File: config.mk
export PLATFORM = sky130hd
export DESIGN_NAME = utf8_transcoder_flat
export DESIGN_NICKNAME = d
export VERILOG_FILES = /design/src/rtl/utf8_pkg.sv /design/src/rtl/utf8_in_if.sv /design/src/rtl/utf8_out_if.sv /design/src/rtl/utf8_cfg_if.sv /design/src/rtl/utf8_front.sv /design/src/rtl/utf8_queue.sv /design/src/rtl/utf8_back.sv /design/src/rtl/utf8_transcoder.sv /design/src/flat_wrapper.sv
export SDC_FILE = /design/constraint.sdc
export NUM_CORES = 1
export LEC_CHECK = 0
export ABC_CLOCK_PERIOD_IN_PS = 3900
export BUFFER_PORTS_ARGS = -buffer_cell sky130_fd_sc_hd__buf_2
export CAP_MARGIN = 20
export CORE_ASPECT_RATIO = 2
export CORE_UTILIZATION = 45
export CTS_CLUSTER_SIZE = 20
export DETAILED_ROUTE_END_ITERATION = 6
export PLACE_DENSITY = 0.64
export SYNTH_ARGS = -nofsm -noshare
export SYNTH_HDL_FRONTEND = slang
export SYNTH_SLANG_ARGS = --single-unit
File: constraint.sdc
create_clock -name i_clk -period 3.9 [get_ports i_clk]
set_input_delay 0.195 -clock i_clk [delete_from_list [all_inputs] [get_ports i_clk]]
set_output_delay 0.195 -clock i_clk [all_outputs]
set_load 0.01 [all_outputs]
File: src/rtl/utf8_pkg.sv
`default_nettype none

package utf8_pkg;

    localparam int CP_W        = 21;
    localparam int BYTE_W      = 8;
    localparam int QUEUE_DEPTH = 2;

    // direction register codes
    localparam logic DIR_DECODE = 1'b0;
    localparam logic DIR_ENCODE = 1'b1;

    // run length minus one
    localparam logic [1:0] LEN_1 = 2'd0;
    localparam logic [1:0] LEN_2 = 2'd1;
    localparam logic [1:0] LEN_3 = 2'd2;
    localparam logic [1:0] LEN_4 = 2'd3;

    // one unit of work for the back end
    typedef struct packed {
        logic [CP_W-1:0] value;  // code point (to encode, or decoded)
        logic [1:0]      len_m1; // bytes in the run minus one
        logic            enc;    // emit UTF-8 bytes rather than the value itself
    } t_job;

    typedef struct packed {
        logic valid;
        t_job job;
    } t_push;

    typedef struct packed {
        logic valid;
        t_job job;
    } t_head;

endpackage

`default_nettype wire

File: src/rtl/utf8_in_if.sv
`default_nettype none

interface utf8_in_if;
    logic                         valid;
    logic                         ready;
    logic [utf8_pkg::CP_W-1:0]    data_in;

    modport source (output valid, output data_in, input ready);
    modport sink   (input valid, input data_in, output ready);
endinterface

`default_nettype wire

File: src/rtl/utf8_out_if.sv
`default_nettype none

interface utf8_out_if;
    logic                         valid;
    logic                         ready;
    logic [utf8_pkg::CP_W-1:0]    data_out;
    logic                         last;

    modport source (output valid, output data_out, output last, input ready);
    modport sink   (input valid, input data_out, input last, output ready);
endinterface

`default_nettype wire

File: src/rtl/utf8_cfg_if.sv
`default_nettype none

interface utf8_cfg_if;
    logic valid;
    logic ready;
    logic direction;

    modport source (output valid, output direction, input ready);
    modport sink   (input valid, input direction, output ready);
endinterface

`default_nettype wire

File: src/rtl/utf8_front.sv
`default_nettype none

module utf8_front (
    input  wire             i_clk,
    input  wire             i_rst_n,
    utf8_in_if.sink         i_in,
    utf8_cfg_if.sink        i_cfg,
    input  wire             i_full,
    output utf8_pkg::t_push o_push
);
    import utf8_pkg::*;

    logic            r_dir;
    logic [CP_W-1:0] r_accum, n_accum;
    logic [1:0]      r_left, n_left;

    logic            in_fire;
    logic [7:0]      b;
    logic [CP_W-1:0] shifted;
    logic [1:0]      len_m1;

    assign i_cfg.ready = 1'b1;
    assign i_in.ready  = !i_full;
    assign in_fire     = i_in.valid && !i_full;
    assign b           = i_in.data_in[BYTE_W-1:0];
    assign shifted     = {r_accum[CP_W-7:0], b[5:0]};

    // classify a code point by run length
    always_comb begin
        priority if (i_in.data_in[CP_W-1:7] == '0) begin
            len_m1 = LEN_1;
        end else if (i_in.data_in[CP_W-1:11] == '0) begin
            len_m1 = LEN_2;
        end else if (i_in.data_in[CP_W-1:16] == '0) begin
            len_m1 = LEN_3;
        end else begin
            len_m1 = LEN_4;
        end
    end

    always_comb begin
        n_accum    = r_accum;
        n_left     = r_left;
        o_push     = '0;
        o_push.job.value  = i_in.data_in;
        o_push.job.len_m1 = len_m1;
        o_push.job.enc    = 1'b1;
        if (in_fire) begin
            if (r_dir == DIR_ENCODE) begin
                o_push.valid = 1'b1;
            end else begin
                o_push.job.enc    = 1'b0;
                o_push.job.len_m1 = LEN_1;
                if (r_left == 2'd0) begin
                    priority if (b[7] == 1'b0) begin
                        o_push.valid     = 1'b1;
                        o_push.job.value = {{(CP_W-BYTE_W){1'b0}}, b};
                    end else if (b[7:5] == 3'b110) begin
                        n_accum = {{(CP_W-5){1'b0}}, b[4:0]};
                        n_left  = 2'd1;
                    end else if (b[7:4] == 4'b1110) begin
                        n_accum = {{(CP_W-4){1'b0}}, b[3:0]};
                        n_left  = 2'd2;
                    end else begin
                        n_accum = {{(CP_W-3){1'b0}}, b[2:0]};
                        n_left  = 2'd3;
                    end
                end else begin
                    n_accum = shifted;
                    n_left  = r_left - 2'd1;
                    if (r_left == 2'd1) begin
                        o_push.valid     = 1'b1;
                        o_push.job.value = shifted;
                    end
                end
            end
        end
        // a direction write drops any partial sequence
        if (i_cfg.valid) begin
            n_accum = '0;
            n_left  = 2'd0;
        end
    end

    always_ff @(posedge i_clk) begin
        if (!i_rst_n) begin
            r_dir   <= DIR_DECODE;
            r_accum <= '0;
            r_left  <= 2'd0;
        end else begin
            r_accum <= n_accum;
            r_left  <= n_left;
            if (i_cfg.valid) begin
                r_dir <= i_cfg.direction;
            end
        end
    end

endmodule

`default_nettype wire

File: src/rtl/utf8_queue.sv
`default_nettype none

module utf8_queue #(
    parameter int DEPTH = utf8_pkg::QUEUE_DEPTH
) (
    input  wire                  i_clk,
    input  wire                  i_rst_n,
    input  wire utf8_pkg::t_push i_push,
    input  wire                  i_pop,
    output logic                 o_full,
    output utf8_pkg::t_head      o_head
);
    import utf8_pkg::*;

    localparam int PW = (DEPTH > 1) ? $clog2(DEPTH) : 1;
    localparam int CW = $clog2(DEPTH + 1);

    t_job          r_mem [DEPTH];
    logic [PW-1:0] r_wr, r_rd;
    logic [CW-1:0] r_count;

    function automatic logic [PW-1:0] wrap_inc(input logic [PW-1:0] p);
        return (p == PW'(DEPTH - 1)) ? '0 : p + PW'(1);
    endfunction

    assign o_full       = (r_count == CW'(DEPTH));
    assign o_head.valid = (r_count != '0);
    assign o_head.job   = r_mem[r_rd];

    always_ff @(posedge i_clk) begin
        if (i_push.valid) begin
            r_mem[r_wr] <= i_push.job;
        end
    end

    always_ff @(posedge i_clk) begin
        if (!i_rst_n) begin
            r_wr    <= '0;
            r_rd    <= '0;
            r_count <= '0;
        end else begin
            if (i_push.valid) begin
                r_wr <= wrap_inc(r_wr);
            end
            if (i_pop) begin
                r_rd <= wrap_inc(r_rd);
            end
            unique case ({i_push.valid, i_pop})
                2'b10:   r_count <= r_count + CW'(1);
                2'b01:   r_count <= r_count - CW'(1);
                default: r_count <= r_count;
            endcase
        end
    end

`ifndef SYNTHESIS
    a_no_overflow: assert property (@(posedge i_clk) disable iff (!i_rst_n)
        r_count <= CW'(DEPTH))
        else $error("queue count beyond depth");

    a_push_room: assert property (@(posedge i_clk) disable iff (!i_rst_n)
        i_push.valid |-> (!o_full || i_pop))
        else $error("push into a full queue");

    a_pop_nonempty: assert property (@(posedge i_clk) disable iff (!i_rst_n)
        i_pop |-> o_head.valid)
        else $error("pop from an empty queue");
`endif

endmodule

`default_nettype wire

File: src/rtl/utf8_back.sv
`default_nettype none

module utf8_back (
    input  wire                  i_clk,
    input  wire                  i_rst_n,
    input  wire utf8_pkg::t_head i_head,
    output logic                 o_pop,
    utf8_out_if.source           o_out
);
    import utf8_pkg::*;

    logic [1:0]        r_idx;
    logic [1:0]        rem;
    logic [BYTE_W-1:0] enc_byte;
    logic              out_fire;
    logic [CP_W-1:0]   cp;

    assign cp  = i_head.job.value;
    assign rem = i_head.job.len_m1 - r_idx;

    // pick the lead or a continuation byte of the run
    always_comb begin
        if (r_idx == 2'd0) begin
            unique case (i_head.job.len_m1)
                LEN_1:   enc_byte = {1'b0, cp[6:0]};
                LEN_2:   enc_byte = {3'b110, cp[10:6]};
                LEN_3:   enc_byte = {4'b1110, cp[15:12]};
                default: enc_byte = {5'b11110, cp[20:18]};
            endcase
        end else begin
            unique case (rem)
                2'd0:    enc_byte = {2'b10, cp[5:0]};
                2'd1:    enc_byte = {2'b10, cp[11:6]};
                default: enc_byte = {2'b10, cp[17:12]};
            endcase
        end
    end

    assign o_out.valid    = i_head.valid;
    assign o_out.data_out = i_head.job.enc ? {{(CP_W-BYTE_W){1'b0}}, enc_byte} : cp;
    assign o_out.last     = !i_head.job.enc || (r_idx == i_head.job.len_m1);
    assign out_fire       = o_out.valid && o_out.ready;
    assign o_pop          = out_fire && o_out.last;

    always_ff @(posedge i_clk) begin
        if (!i_rst_n) begin
            r_idx <= 2'd0;
        end else if (out_fire) begin
            r_idx <= o_out.last ? 2'd0 : r_idx + 2'd1;
        end
    end

`ifndef SYNTHESIS
    a_idx_in_run: assert property (@(posedge i_clk) disable iff (!i_rst_n)
        (r_idx != 2'd0) |-> (i_head.valid && i_head.job.enc && r_idx <= i_head.job.len_m1))
        else $error("byte index outside an encode run");

    a_decode_last: assert property (@(posedge i_clk) disable iff (!i_rst_n)
        (o_out.valid && !i_head.job.enc) |-> o_out.last)
        else $error("decoded code point not marked last");

    a_hold_stall: assert property (@(posedge i_clk) disable iff (!i_rst_n)
        (o_out.valid && !o_out.ready) |=>
            (o_out.valid && $stable(o_out.data_out) && $stable(o_out.last)))
        else $error("output changed while stalled");
`endif

endmodule

`default_nettype wire

File: src/rtl/utf8_transcoder.sv
`default_nettype none

// Channel  Dir  Payload                     Transfer when
// i_in     in   data_in[20:0]               i_in.valid && i_in.ready
// o_out    out  data_out[20:0], last        o_out.valid && o_out.ready
// i_cfg    in   direction                   i_cfg.valid && i_cfg.ready (always ready)
//
// Rate: decode takes one byte per cycle while the queue has room; encode emits
// one byte per cycle while o_out is ready, so a code point gives 1 to 4 bytes,
// set by the back end that walks the run one byte at a time.
// Latency: a result reaches o_out the cycle after its transfer if the queue was empty.
// Reset: synchronous, active low; direction goes to decode and the queue empties.
// Stalls: a QUEUE_DEPTH-entry queue separates input and output, so input keeps
// flowing while o_out is held until the queue fills.

module utf8_transcoder #(
    parameter int QUEUE_DEPTH = utf8_pkg::QUEUE_DEPTH
) (
    input  wire        i_clk,
    input  wire        i_rst_n,
    utf8_in_if.sink    i_in,
    utf8_cfg_if.sink   i_cfg,
    utf8_out_if.source o_out
);
    import utf8_pkg::*;

    t_push push;
    t_head head;
    logic  full;
    logic  pop;

    // front: take bytes or code points, track the decode sequence, queue work
    utf8_front u_front (
        .i_clk   (i_clk),
        .i_rst_n (i_rst_n),
        .i_in    (i_in),
        .i_cfg   (i_cfg),
        .i_full  (full),
        .o_push  (push)
    );

    // hold pending work so each side can stall on its own
    utf8_queue #(
        .DEPTH (QUEUE_DEPTH)
    ) u_queue (
        .i_clk   (i_clk),
        .i_rst_n (i_rst_n),
        .i_push  (push),
        .i_pop   (pop),
        .o_full  (full),
        .o_head  (head)
    );

    // back: emit one result per transfer, advance through encode runs
    utf8_back u_back (
        .i_clk   (i_clk),
        .i_rst_n (i_rst_n),
        .i_head  (head),
        .o_pop   (pop),
        .o_out   (o_out)
    );

endmodule

`default_nettype wire

File: src/flat_wrapper.sv
// flat-port wrapper written by rule: the top's interface ports become plain ports
module utf8_transcoder_flat import utf8_pkg::*;
#(
    parameter int QUEUE_DEPTH = utf8_pkg::QUEUE_DEPTH
)
  (i_clk, i_rst_n, i_in_valid, i_in_data_in, i_in_ready, i_cfg_valid, i_cfg_direction, i_cfg_ready, o_out_valid, o_out_data_out, o_out_last, o_out_ready);
  utf8_in_if i_in_i ();
  utf8_cfg_if i_cfg_i ();
  utf8_out_if o_out_i ();
  input  wire i_clk;
  input  wire i_rst_n;
  input wire logic [$bits(i_in_i.valid)-1:0] i_in_valid;
  input wire logic [$bits(i_in_i.data_in)-1:0] i_in_data_in;
  output wire logic [$bits(i_in_i.ready)-1:0] i_in_ready;
  input wire logic [$bits(i_cfg_i.valid)-1:0] i_cfg_valid;
  input wire logic [$bits(i_cfg_i.direction)-1:0] i_cfg_direction;
  output wire logic [$bits(i_cfg_i.ready)-1:0] i_cfg_ready;
  output wire logic [$bits(o_out_i.valid)-1:0] o_out_valid;
  output wire logic [$bits(o_out_i.data_out)-1:0] o_out_data_out;
  output wire logic [$bits(o_out_i.last)-1:0] o_out_last;
  input wire logic [$bits(o_out_i.ready)-1:0] o_out_ready;
  assign i_in_i.valid = i_in_valid;
  assign i_in_i.data_in = i_in_data_in;
  assign i_in_ready = i_in_i.ready;
  assign i_cfg_i.valid = i_cfg_valid;
  assign i_cfg_i.direction = i_cfg_direction;
  assign i_cfg_ready = i_cfg_i.ready;
  assign o_out_valid = o_out_i.valid;
  assign o_out_data_out = o_out_i.data_out;
  assign o_out_last = o_out_i.last;
  assign o_out_i.ready = o_out_ready;
  utf8_transcoder #(.QUEUE_DEPTH(QUEUE_DEPTH)) u_core (.i_clk(i_clk), .i_rst_n(i_rst_n), .i_in(i_in_i), .i_cfg(i_cfg_i), .o_out(o_out_i));
endmodule
==> summary.md, run 1 <==
| Metric | Value |
|---|---|
| Syn_area_per_cell | `11.4 µm²` |
| Setup crit end kind | `primary output` |
| CP max-delay cell | `mux2i_4` |
| Post-route DRC | `0` |
| Final nets | `401` |
| Root Driver | `clkbuf_16` |
| Clk Latency, worst-skew pair | `320 ps` |
| DIE AREA | `8410 µm²` |
| PwrDens | `547 nW/µm²` |
| CP startpoint kind | `flip-flop` |
| Min Tclk post-route | `2900 ps` |
| Commonest register cell after synthesis | `edfxtp_1` |
| Filler instances | `716` |
| # diodes | `0` |
| Synth Area in Adders | `2.77%` |
| Min-delay worst type | `primary input to flip-flop` |
| Total wire length | `7540 µm` |
| Post-synthesis compound-gate area fraction | `12.6%` |
| Routability cong. | `0.842` |
| Cell count after placement | `449` |
| Fraction of layout cells with a size suffix above 1 | `24.8%` |
| Initial antenna violation count | `0` |
| Drt pass-1 iters | `5` |
| Synth top area cells | `edfxtp_1, dfxtp_1, mux2i_1` |
| Setup Skew | `6.14 ps` |
| Post-Synth Simple-Gate Area | `12.6%` |
| FF+latch count, synth | `73` |
| Flop-to-flop setup slack | `1110 ps` |
| Top-area cell type share of the netlist area | `39.9%` |
| Static leakage | `1.59 nW` |
| CTS tree | `yes` |
| Max Cap Viol | `0` |
| Die Span Y | `129 µm` |
| Final non-filler cell total | `465` |
| Area growth from synthesis to final layout | `17.8%` |
| Area after DPL | `3950 µm²` |
| Data required, critical path | `3700 ps` |
| Post-route cell area | `4260 µm²` |
| Initial Utilization | `47.2%` |
| Number of CTS-inserted buffers | `9` |
| Setup-violating endpoint count in the final report | `0` |
| Unrepaired setup endpoints after global routing | `false` |
| Hold Buf Count CTS | `0` |
| Max clock buf depth | `2` |
| Core area | `7660 µm²` |
| Peak VDD IR | `0.325 mV` |
| Ports | `52` |
| CTS HTree Levels | `3` |
| Clk sinks | `73` |
| Yosys cell types | `49` |
| Setup bufs post-CTS | `0` |
| Synth warn | `0` |
| Setup TNS | `0 ps` |
| Vias in the first global route | `2466` |
| Largest net degree at the start of global routing | `28` |
| Clock slew at reported path FFs | `50 ps` |
| Routed vias/inst | `5.52` |
| Post-Synthesis Cells | `316` |
| Crit path DAT | `2710 ps` |
| Final worst path period share | `74.4%` |
| Placement Setup Slack | `1090 ps` |
| Row count | `45` |
| Post-Syn Area | `3610 µm²` |
| Post-synthesis sequential area ratio | `53.7%` |
| Mux share of post-synthesis cell area | `13.4%` |
| Actual slew at the worst max-slew pin | `906 ps` |
| Post-synth EDFFs | `48` |
| Largest family of logic cells by synthesized area | `multiplexers` |
| PnR Total Power | `2.33 mW` |
| Synth Net Count | `351` |
| Resize count post-CTS | `0` |
| Post-detailed-route count of antenna-violating nets | `0` |
| Vias | `2567` |
| Achievable frequency | `345 MHz` |
| Final slew viol count | `0` |
| Setup ws final | `997 ps` |
| Final Hold Viols | `0` |
| First-pass GRT wire length | `11800 µm` |
| Overflow after GRT | `0` |
| Leading area contributor after synthesis | `edfxtp_1` |
| Crit-path cells | `buf_4 > mux2i_4 > inv_1 > ha_1 > o21bai_1 > a211oi_1 > o21ai_0 > a2bb2oi_1 > buf_2` |
| Global Route Usage Sum | `19.1%` |
| Async SR Flop Fraction | `0%` |
| Slew HR | `37.9%` |
| Routed length per instance | `16.2 µm` |
| Slowest cell delay on critical path | `420 ps` |
| Chip width | `65.4 µm` |
| Status | `complete, no violations` |
| DR iter-0 viols | `152` |
| CP max FO | `27` |
| Synth Area in XOR/XNOR | `1.42%` |
| Hold_ws | `79.6 ps` |
| Number of I/O port buffers | `50` |
| Crit Path Category | `flip-flop to primary output` |
| DP HPWL | `5870 µm` |
| Core Util, Final | `55.6%` |
## cell usage after synthesis, drive strengths merged, types with 3 or more instances
| cell | number |
|---|---|
| edfxtp | 48 |
| buf | 7 |
| mux2i | 27 |
| and2 | 4 |
| inv | 12 |
| nor2b | 4 |
| nor2 | 42 |
| dfxtp | 25 |
| mux4 | 3 |
| nand2 | 20 |
| nor3 | 3 |
| mux2 | 12 |
| a22o | 13 |
| a31oi | 5 |
| nand2b | 8 |
| or4 | 4 |
| a21oi | 13 |
| a22oi | 11 |
| o21ai | 7 |
| ha | 8 |
| clkbuf | 9 |
| o211ai | 3 |
| xnor2 | 4 |
## metal layers
layer,track usage [%],routed length (µm),vias up
met5,0,0,-
met4,13.7,326,0
met3,3.01,313,21
met2,33.4,4070,93
met1,20.1,2830,1198
li1,-,-,1255
## report_power, final
group	internal, mW	switching [mW]	total (mW)
clock network	0.555	0.281	0.836
logic	0.245	0.334	0.579
registers	0.888	0.0248	0.913
## final timing paths
kind,startpoint,endpoint,cells after the start
setup / recovery,flip-flop,o_out_data_out[2],9
hold / removal,i_in_data_in[2],u_core.u_queue.r_mem[0][5],1
setup reg to reg,flip-flop,u_core.u_queue.r_count[1],8
hold reg to reg,u_core.u_front.r_accum[4],u_core.u_front.r_accum[4],2
## placed cells by master (no fill, tap or decap), types with 2 or more instances in the layout
| master | instances |
|---|---|
| buf_2 | 50 |
| edfxtp_1 | 48 |
| nor2_1 | 40 |
| mux2i_1 | 26 |
| dfxtp_1 | 25 |
| nand2_1 | 20 |
| a22o_1 | 13 |
| inv_1 | 12 |
| mux2_2 | 12 |
| a21oi_1 | 12 |
| a22oi_1 | 11 |
| clkbuf_16 | 9 |
| nand2b_1 | 8 |
| ha_1 | 8 |
| o21ai_0 | 6 |
| a31oi_1 | 5 |
| buf_4 | 5 |
| nor2b_1 | 4 |
| and2_1 | 4 |
| or4_1 | 4 |
| xnor2_1 | 3 |
| o211ai_1 | 3 |
| mux4_2 | 3 |
| nor3_2 | 2 |
| a21o_1 | 2 |
| a2bb2oi_1 | 2 |
| nand3_1 | 2 |
| nor2_2 | 2 |
| nand3b_1 | 2 |
| or3_1 | 2 |
| a21boi_0 | 2 |
| clkinvlp_4 | 2 |
| clkinv_1 | 2 |
| bufinv_16 | 2 |
## worst max-delay path: cells and delay by family (launching register included)
family | cells | cell delay, ps
compound gates | 4 | 640
fa+ha+maj | 1 | 290
buf+inv | 3 | 680
flops | 1 | 350
mux | 1 | 420
## registers in the layout (all words and copies together) (netlist names), named ones only
name / cells
u_core.u_queue.r_mem: 48
u_core.u_front.r_accum: 15
u_core.u_back.r_idx: 2
u_core.u_front.r_left: 2
u_core.u_queue.r_count: 2
u_core.u_front.r_dir: 1
u_core.u_queue.r_rd: 1
u_core.u_queue.r_wr: 1
## cell families after synthesis
group,Yosys count
buffers and inverters,28
muxes,42
other,1
adders and majority gates,8
and+or+nand+nor,95
xor gates and xnor gates,5
AOI/OAI and AO/OA,64
DFF,73
## final cells by class
| class | count | area [µm²] | area share [%] |
|---|---|---|---|
| Sequential cell | 73 | 1940 | 45.6 |
| Multi-Input combinational cell | 215 | 1550 | 36.5 |
| Timing Repair Buffer | 55 | 288 | 6.76 |
| Clock buffer | 10 | 229 | 5.38 |
| Tap cell | 94 | 118 | 2.76 |
| Clock inverter | 6 | 82.6 | 1.94 |
| Inverter | 12 | 45.0 | 1.06 |
Note: power is estimated with default switching activity, not from simulation.
==> run 2: changes to the inputs <==
- ABC_AREA: unset -> 1
- ABC_CLOCK_PERIOD_IN_PS: 3900 -> 2600
- PLACE_DENSITY: 0.64 -> 0.66
- clock period: 3.9 -> 2.6 ns (I/O delays scaled with it)
==> run 2 against run 1 <==
Compared with the run above: first-iteration DRC count is 30% lower; hold slack worse by 63 ps; power is 47% higher; routed wire length is 18% higher; die area is 4.5% higher; non-clock buffer count is 4 higher; clock power is 40% higher; cell area is 4.8% higher; via count is 21% higher; count of clock-buffer cells in the layout stayed put; critical path type unchanged; critical endpoint is now o_out_data_out[0]; largest power group unchanged.
==> summary.md, run 2 <==
| Metric | Value |
|---|---|
| Async SR Flop Fraction | `0%` |
| Die Span Y | `132 µm` |
| Data required, critical path | `2470 ps` |
| Mux share of post-synthesis cell area | `1.32%` |
| Post-synth EDFFs | `48` |
| Final worst path period share | `94.9%` |
| Max Cap Viol | `0` |
| Hold_ws | `16.6 ps` |
| Cell Int Power | `2.37 mW` |
| Regs by FF count | `u_core.u_queue.r_mem: 48 flops, u_core.u_front.r_accum: 15 flops` |
| Vias in the first global route | `3067` |
| Min Tclk post-route | `2470 ps` |
| Post-route DRC | `0` |
| Share of power burned in the clock network | `34.1%` |
| Setup-violating endpoint count in the final report | `0` |
| Crit Path Category | `flip-flop to primary output` |
| Post-Synthesis Cells | `438` |
| Total wire length | `8920 µm` |
| Most frequent CP cell | `nor2_1` |
| Synth top area cells | `edfxtp_1, dfxtp_1, nand2_1` |
| Crit-path cells | `inv_2 > or2_2 > o21ai_2 > inv_1 > ha_1 > inv_2 > nor2_1 > nor3_1 > nor2_1 > nor2_1 > a21oi_2 > buf_2` |
| Slowest cell delay on critical path | `400 ps` |
| Final slew viol count | `0` |
| Initial Utilization | `45.9%` |
| Sequential Power Share | `39.6%` |
| Row count | `47` |
| Initial antenna violation count | `0` |
| Achievable frequency | `405 MHz` |
| Largest net degree at the start of global routing | `26` |
| Clock slew at reported path FFs | `60 ps` |
| Synth Area in XOR/XNOR | `0.232%` |
| Fraction of layout cells with a size suffix above 1 | `21.8%` |
| CP max FO | `5` |
| Global Route Usage Sum | `21.9%` |
| DP HPWL | `6990 µm` |
| Post-Syn Area | `3780 µm²` |
| Unrepaired setup endpoints after global routing | `false` |
| Area growth from synthesis to final layout | `18.1%` |
| FF+latch count, synth | `73` |
| Clk sinks | `73` |
| Core area | `8230 µm²` |
| Synth Net Count | `473` |
| First-pass GRT wire length | `14300 µm` |
| Syn_area_per_cell | `8.63 µm²` |
| Switching Fraction | `30.8%` |
| CTS tree | `yes` |
| Commonest non-fill, non-tap cell in the layout | `nand2_1` |
| Post-Synth Simple-Gate Area | `25.3%` |
| Setup Skew | `5.87 ps` |
| Actual slew at the worst max-slew pin | `530 ps` |
| Status | `complete, no violations` |
| DIE AREA | `8790 µm²` |
| Overflow after GRT | `0` |
| Vias | `3107` |
| Clk Latency, worst-skew pair | `330 ps` |
| CP max-delay cell | `dfxtp_2` |
| Yosys cell types | `43` |
| Min-delay worst type | `primary input to flip-flop` |
| Routability cong. | `0.909` |
| DR iter-0 viols | `106` |
| Logic pwr share | `26.3%` |
| Top cells by count, synth | `nand2_1, edfxtp_1, inv_1` |
| Setup crit end kind | `primary output` |
| Most flop-heavy register | `u_core.u_queue.r_mem` |
| Most numerous cell in the Yosys netlist | `nand2_1` |
| Synth warn | `0` |
| Setup bufs post-CTS | `0` |
| # diodes | `0` |
| Largest family of logic cells by synthesized area | `simple AND/OR/NAND/NOR gates` |
| Post-synthesis sequential area ratio | `51.4%` |
| PwrDens | `769 nW/µm²` |
| Chip width | `66.8 µm` |
| Slew HR | `64.7%` |
| Crit path DAT | `2340 ps` |
| Commonest register cell after synthesis | `edfxtp_1` |
| Routed length per instance | `14.9 µm` |
| Root Driver | `clkbuf_16` |
| Sw power | `1.06 mW` |
| Leading area contributor after synthesis | `edfxtp_1` |
| Peak VDD IR | `0.601 mV` |
| Commonest cells after routing, fill and taps aside | `nand2_1, buf_2, edfxtp_1` |
| Post-synthesis compound-gate area fraction | `11.9%` |
| Number of flip-flops in the largest register | `48` |
| Setup ws final | `132 ps` |
| CP startpoint kind | `flip-flop` |
| PnR Total Power | `3.43 mW` |
| CTS HTree Levels | `3` |
| Number of I/O port buffers | `50` |
| Ports | `52` |
| Top-area cell type share of the netlist area | `38.1%` |
| Synth Area in Adders | `2.65%` |
| Post-detailed-route count of antenna-violating nets | `0` |
| Routed vias/inst | `5.20` |
| Placement Setup Slack | `97.5 ps` |
| Max clock buf depth | `2` |
| Drt pass-1 iters | `5` |
| Setup TNS | `0 ps` |
| Number of CTS-inserted buffers | `9` |
| Final nets | `529` |
| Static leakage | `1.85 nW` |
| Final Hold Viols | `0` |
[run 2: cell types whose count changed after synthesis, moves of 6 or more]
cell,previous run,this run
nand2_1,20,104
a22oi_1,11,1
nand3_1,2,37
inv_1,12,39
a22o_1,13,0
nand2b_1,8,0
nor3_1,1,7
a21oi_1,12,31
mux2i_1,26,5
o21ai_0,6,34
mux2_2,12,0
clkbuf_1,9,2
[run 2: power groups by stage]
| stage | Sequential [mW] | Clock [mW] | Combinational [mW] |
|---|---|---|---|
| after global placement | 1.38 | 0 | 0.881 |
| after CTS | 1.36 | 1.19 | 0.900 |
| after floorplan | 1.37 | 0 | 0.628 |
| after global routing | 1.37 | 1.23 | 0.995 |
| final | 1.36 | 1.17 | 0.901 |
| after detailed placement | 1.38 | 0 | 0.896 |
[run 2: cell type report]
| class | count | area [µm²] |
|---|---|---|
| inverters | 46 | 181 |
| repair buffers | 59 | 345 |
| flip-flops and latches | 73 | 1940 |
| multi-input cells | 305 | 1580 |
| well taps | 98 | 123 |
| clock inverters | 6 | 58.8 |
| clock buffers | 10 | 229 |
| fillers | 801 | 3770 |
[run 2: cell families (layout without fill, tap and decap cells)]
group,Yosys count,in the layout
AO/OA/AOI/OAI,81,81
XOR/XNOR,1,1
adder cells (fa/ha/maj),8,8
buffers and inverters,60,121
flip-flops,73,73
multiplexers,5,5
other,1,1
AND/OR/NAND/NOR,209,209
[run 2: metal layers]
metal	track usage, %	part of all wire (%)
met1	21.8	37
met2	39.6	56
met3	3.56	2.9
met4	13.6	4.5
met5	0	0
[run 2: worst max-delay path, delay by kind of cell, from the launching register on]
family,cells,cell delay [ps]
buf+inv,4,420
fa+ha+maj,1,280
simple gates,5,720
flops,1,400
compound gates,2,190
[run 2: stage by stage]
step	instance area, µm²	cells	util (%)
detailed placement	4150	580	50.4
CTS	4450	597	54.1
finish	4460	597	54.2
global route	4460	597	54.2
global placement	4150	580	50.4
floorplan	3780	438	-
[run 2: worst paths after layout]
| path | startpoint | to | slack, ps | cells past startpoint |
|---|---|---|---|---|
| setup / recovery | flip-flop | o_out_data_out[0] | 130 | 12 |
| hold / removal | i_in_data_in[2] | u_core.u_queue.r_mem[1][5] | 20 | 1 |
| setup reg to reg | flip-flop | u_core.u_queue.r_count[1] | 230 | 14 |
| hold reg to reg | u_core.u_front.r_accum[10] | u_core.u_front.r_accum[10] | 460 | 2 |
[run 2: what timing repair did]
action                                 in CTS  in global routing
hold buffers                                1                  0
setup endpoints to repair                   6                  7
pin swaps                                   0                  0
gates cloned                                0                  0
resized for setup                           2                  6
endpoints found under the hold margin       1                  0
